==> src/rtl/core/gqg_pkg.sv <==
`timescale 1ns / 1ps
// ----------------------------------------------------------------------------
// gqg_pkg: glyph quad generator shared types
// Payload structs, register indexes and fixed widths.
// ----------------------------------------------------------------------------
package gqg_pkg;

	localparam int unsigned CFG_IDX_W  = 3;
	localparam int unsigned CFG_DATA_W = 32;

	typedef enum logic [CFG_IDX_W-1:0] {
		REG_START_X    = 3'd0,
		REG_START_Y    = 3'd1,
		REG_START_Z    = 3'd2,
		REG_SCALE_X    = 3'd3,
		REG_SCALE_Y    = 3'd4,
		REG_SPACING    = 3'd5,
		REG_UV_SCALE_X = 3'd6,
		REG_UV_SCALE_Y = 3'd7
	} cfg_reg_t;

	localparam logic CMD_LOAD = 1'b0;
	localparam logic CMD_DRAW = 1'b1;

	typedef struct packed {
		logic        cmd;
		logic [7:0]  char_code;
		logic        first_of_string;
		logic [11:0] atlas_x;
		logic [11:0] atlas_y;
		logic [11:0] atlas_w;
		logic [11:0] atlas_h;
	} in_item_t;

	typedef struct packed {
		logic signed [31:0] pos_x;
		logic signed [31:0] pos_y;
		logic signed [31:0] pos_z;
		logic signed [31:0] tex_u;
		logic signed [31:0] tex_v;
		logic [1:0]         corner;
		logic               last_corner;
	} out_item_t;

	// divider handshake
	typedef struct packed {
		logic start;
	} div_ctl_t;

	typedef struct packed {
		logic busy;
		logic done;
	} div_sts_t;

endpackage

==> src/rtl/core/gqg_divider.sv <==
`timescale 1ns / 1ps
// ----------------------------------------------------------------------------
// gqg_divider: restoring radix-2 divider
// Unsigned 44 by 12 bit division, one quotient bit per cycle.
// ----------------------------------------------------------------------------
module gqg_divider (
	input  logic              clk,
	input  logic              arst_n,
	input  gqg_pkg::div_ctl_t ctl,
	input  logic [43:0]       dividend,
	input  logic [11:0]       divisor,
	output gqg_pkg::div_sts_t sts,
	output logic [31:0]       quotient
);

	logic [43:0] quo_q;
	logic [12:0] rem_q;
	logic [11:0] den_q;
	logic [5:0]  cnt_q;
	logic        busy_q;
	logic        done_q;
	logic [12:0] trial;

	assign trial = {rem_q[11:0], quo_q[43]};

	always_ff @(posedge clk or negedge arst_n) begin
		if (!arst_n) begin
			busy_q <= 1'b0;
			done_q <= 1'b0;
			cnt_q  <= '0;
		end else begin
			done_q <= 1'b0;
			if (ctl.start) begin
				busy_q <= 1'b1;
				cnt_q  <= 6'd44;
			end else if (busy_q) begin
				cnt_q <= cnt_q - 6'd1;
				if (cnt_q == 6'd1) begin
					busy_q <= 1'b0;
					done_q <= 1'b1;
				end
			end
		end
	end

	always_ff @(posedge clk) begin
		if (ctl.start) begin
			quo_q <= dividend;
			rem_q <= '0;
			den_q <= divisor;
		end else if (busy_q) begin
			// shift in one dividend bit, subtract when it fits
			if (trial >= {1'b0, den_q}) begin
				rem_q <= trial - {1'b0, den_q};
				quo_q <= {quo_q[42:0], 1'b1};
			end else begin
				rem_q <= trial;
				quo_q <= {quo_q[42:0], 1'b0};
			end
		end
	end

	assign sts.busy = busy_q;
	assign sts.done = done_q;
	assign quotient = quo_q[31:0];

endmodule

==> config.mk <==
export PLATFORM = sky130hd
export DESIGN_NAME = gqg_divider
export DESIGN_NICKNAME = d
export VERILOG_FILES = /design/src/rtl/core/gqg_pkg.sv /design/src/rtl/core/gqg_divider.sv
export SDC_FILE = /design/constraint.sdc
export NUM_CORES = 1
export LEC_CHECK = 0
export BUFFER_PORTS_ARGS = -buffer_cell sky130_fd_sc_hd__buf_2
export CAP_MARGIN = 20
export CORE_MARGIN = 1.5
export CORE_UTILIZATION = 23
export DETAILED_ROUTE_END_ITERATION = 7
export SLEW_MARGIN = 15
export SYNTH_ARGS = -nofsm -noshare
export SYNTH_HDL_FRONTEND = slang
export SYNTH_SLANG_ARGS = --single-unit
==> constraint.sdc <==
create_clock -name clk -period 3.2 [get_ports clk]
set_clock_uncertainty 0.15 [all_clocks]
set_input_delay 0.48 -clock clk [delete_from_list [all_inputs] [get_ports clk]]
set_output_delay 0.48 -clock clk [all_outputs]
set_load 0.05 [all_outputs]
==> results by stage <==
Outcome:
- The flow ran to the end, and the final reports show no timing, DRC or antenna violations.

Setup path:
- The worst setup path is captured at a flop.
- The worst-case reg-to-reg path depth is 8.
- The kind of launch point of the worst setup path is a flop.
- The largest fanout on the critical path is 19.
- The reg-to-reg startpoint is den_q[5].
- The arrival time at the worst endpoint is 2.82 ns.
- The required time of the worst setup path is about 3.3 ns.
- In this run the critical register-to-register path is captured at rem_q[0].
- The setup check on the worst reg-to-reg path leaves a slack of 0.50 ns.
- The worst setup path is of the flop to flop kind.

Power and ir drop:
- The areal power density over the cells is 562 nW/um2.
- The analysis attributes to cell leakage a power of 1.94 nW.
- The overall power is between 0.002 and 0.003 W.
- IR analysis of the VDD net gives a maximum drop of 0.244 mV.

Synthesis:
- The portion of the post-synthesis area used by sequential elements is between 50% and 60%.
- In this run, distinct cell masters in the synthesized netlist total between 40 and 50.
- After synthesis, the cell types taking the most area are edfxtp_1 42%, mux2_2 13%, buf_4 6.6%, dfxtp_1 6.1%, dfrtp_1 5.1%.
- In this run the mean area of a mapped cell was about 12 um2.
- The synthesized netlist cell count is between 300 and 400.
- For this run, the number of Yosys warnings is 0.
- The fraction of registers with async set/reset is 10.5%.
- Counting every net in the synthesized netlist gives 391.
- The number of flops mapped to enable cells by yosys is 56.
- The synthesized design contains 76 register bits.
- The synthesized area is approximately 4000 um2.
- The fraction of synthesized cell area taken by the top area cell type is a little over two fifths.
- The prevailing post-synth register cell is edfxtp_1.
- The largest total area in the synthesized netlist belongs to edfxtp_1.

STA:
- Setup repair after global routing left no endpoint under its margin.
- The routed design could run at a clock period as short as about 2.7 ns.
- Setup violations remaining at the end of the flow were counted as 0.
- The worst path uses a little over four fifths of the clock period.
- Setup total negative slack on the finished layout was measured at 0 ns.
- Headroom to the max-slew limit came out at 45.4%.
- The smallest hold slack is 0.169 ns.
- For this run, the top clock speed supported by timing is approximately 370 MHz.
- The number of hold-slack violations in the final timing report came to 0.
- Once routing completed, OpenROAD measured the worst setup slack at between 0.4 and 0.5 ns.
- The final number of max-transition violations is 0.
- The actual transition at the worst max-transition pin is a little over 0.8 ns.

Global routing:
- The via count of the first global-routing pass is between 2000 and 3000.
- Global routing used 9.53% of the available tracks across all layers.
- The first-pass GRT wire length is around 13000 um.
- The largest net degree at the start of global routing is 45.
- The number of antenna violations at the first check in global routing is 0.
- The overall overflow remaining after global route is 0.

Drt:
- The post-detailed-route wirelength per cell is between 10 and 15 um.
- The iteration-0 DRC count of the detailed router is 76.
- The count of vias placed by the detailed router is approximately 2500.
- The number of design rule violations left after detail routing is 0.
- The pre-antenna-repair detailed-routing pass consisted of 4 iterations.
- The number of nets still failing antenna checks after routing is 0.
- The overall routed net length is between 7000 and 8000 um.
- The ratio of routed vias to standard cells is 4.10.

Hold path:
- Counting instances, the worst hold path has a depth of 1.
- The worst hold-check path type is primary input to flop.
- The launch point of the worst hold path is divisor[1].
- The worst hold path terminates at den_q[1].

Layout:
- The number of filler cells placed in the layout is ~1800.
- The share of layout cells above drive strength 1 is 42.2%.
- The area added between synthesis and finish is 20.0%.
- The register area is 2120 um2.
- Excluding fillers, the count of instances in the completed layout stands at approximately 610.
- After the last flow step, the layout net total stands at about 460.
- The number of antenna diodes in the final layout is 0.
- In the final layout, the multi-input gates occupy between 1000 and 1500 um2.

Clock network:
- Counting every sink on the clock net gives 76.
- The later-pin clock latency in the skew report is 0.34 ns.
- TritonCTS built the clock tree.
- The CTS buffer count is 9.
- In this run the deepest clock path goes through 2 buffers.
- Clock-pin slew was measured on the worst setup and hold paths at 0.06 ns.
- The buffers inserted during post-CTS setup optimization is 0.
- The number of H-tree branching levels is 3.
- The cell sitting at the root of the clock tree is a clkbuf_16.

Placement:
- The instance count after placement with tap cells included is a little under 600.
- The worst-case setup slack after placement is around 0.51 ns.
- The HPWL after detailed placement is between 5000 and 6000 um.
- The congestion estimate from routability-driven global placement came to around 0.81.
- The count of buffers added on input and output ports is ~90.

Floorplan:
- The area inside the core boundary is roughly 17000 um2.
- The die footprint is around 18000 um2.
- In this run the horizontal extent of the chip is 134 um.
- For this configuration, the core starts out at a cell density of between 20% and 30%.
- Pin placement for this block handled a little over 90 I/O pins.
- The count of standard-cell rows is 47.
- The height of the die is about 130 um.

Run:
- The max-capacitance violation count is 0.
[cells in the final DEF (no fill, tap or decap), drive strengths merged, types with 3 or more instances in the layout]
cell	Yosys	routed
buf	36	97
edfxtp	56	56
mux2	45	45
nor2	20	20
nand2	18	18
inv	16	17
ha	14	14
dfxtp	12	12
xnor2	10	10
clkbuf	9	9
nand2b	8	8
dfrtp	8	8
a21oi	8	8
a211oi	8	8
nor3	5	5
mux2i	4	4
nand3	4	4
xor2	4	4
clkinv	0	4
a21o	3	3
nor2b	3	3
o21ai	3	3
[cells in the mapped netlist, types with 2 or more instances]
library cell,number
edfxtp_1,56
mux2_2,45
buf_4,35
nor2_1,20
nand2_1,18
inv_1,16
ha_1,14
dfxtp_1,12
xnor2_1,10
clkbuf_1,9
dfrtp_1,8
nand2b_1,8
a21oi_1,7
a211oi_1,6
nor3_1,5
mux2i_1,4
nand3_1,4
xor2_1,4
a21o_1,3
nor2b_1,3
o21ai_0,3
o211ai_1,2
o21a_1,2
o221ai_1,2
[worst max path at each step]
stage / start / endpoint / slack (ns) / cells past startpoint
global placement: den_q[5] / rem_q[0] / 0.55 / 8
finish: den_q[5] / rem_q[0] / 0.50 / 8
floorplan: ctl / quo_q[0] / 0.59 / 4
CTS: den_q[5] / rem_q[0] / 0.50 / 8
detailed placement: den_q[5] / rem_q[0] / 0.51 / 8
global route: den_q[8] / rem_q[10] / 0.23 / 8
[per-layer routing]
metal,global-route usage (%),share of wire [%],up-vias
met3,2.80,4.5,12
met2,15.5,49,55
met4,4.78,1.9,0
met5,0,0,-
li1,-,-,1232
met1,11.5,45,1186
[through the flow]
stage / cell area [um2] / util (%)
2_1_floorplan: 3960 / -
4_1_cts: 4750 / 28.5
3_3_place_gp: 4430 / 26.5
3_5_place_dp: 4430 / 26.5
6_report: 4750 / 28.5
5_1_grt: 4750 / 28.5
[worst max-delay path, stage by stage, from the launching register on]
cell      delay [ns]
edfxtp_1        0.32
inv_1           0.04
ha_1            0.34
nand4_1         0.17
a21oi_1         0.19
a21oi_2         0.10
a211oi_4        0.70
mux2_2          0.42
a211oi_2        0.19
[flip-flops by register name (all words and copies together), names as in the netlist]
register	cells
den_q	12
rem_q	12
quo_q	44
cnt_q	6
done_q	1
busy_q	1
[cell type report]
type	instances	share of cell area [%]
tap	220	5.79
sequential	76	44.7
multi-input combinational	180	31.1
inverter	16	1.26
clock inverter	7	1.76
clock buffer	9	4.74
timing repair buffer	98	10.7
[kinds of logic after synthesis]
| logic type | count (synthesis) | share of synthesized area [%] |
|---|---|---|
| XOR/XNOR | 14 | 3.10 |
| AO/OA/AOI/OAI | 36 | 7.36 |
| flip-flops | 76 | 53.6 |
| buffers and inverters | 61 | 9.10 |
| multiplexers | 49 | 13.8 |
| AND/OR/NAND/NOR | 66 | 8.12 |
| adder cells (fa/ha/maj) | 15 | 4.93 |
[power by group]
part / total, W / switching, W / internal, W
logic: 0.000430 / 0.000269 / 0.000160
clock network: 0.00105 / 0.000433 / 0.000616
registers: 0.00119 / 0.0000398 / 0.00115
[timing repair]
item | in CTS | in global routing
resized for setup | 0 | 0
hold buffers | 1 | 0
endpoints found under the hold margin | 8 | 0
Note: power is estimated with default switching activity, not from simulation.
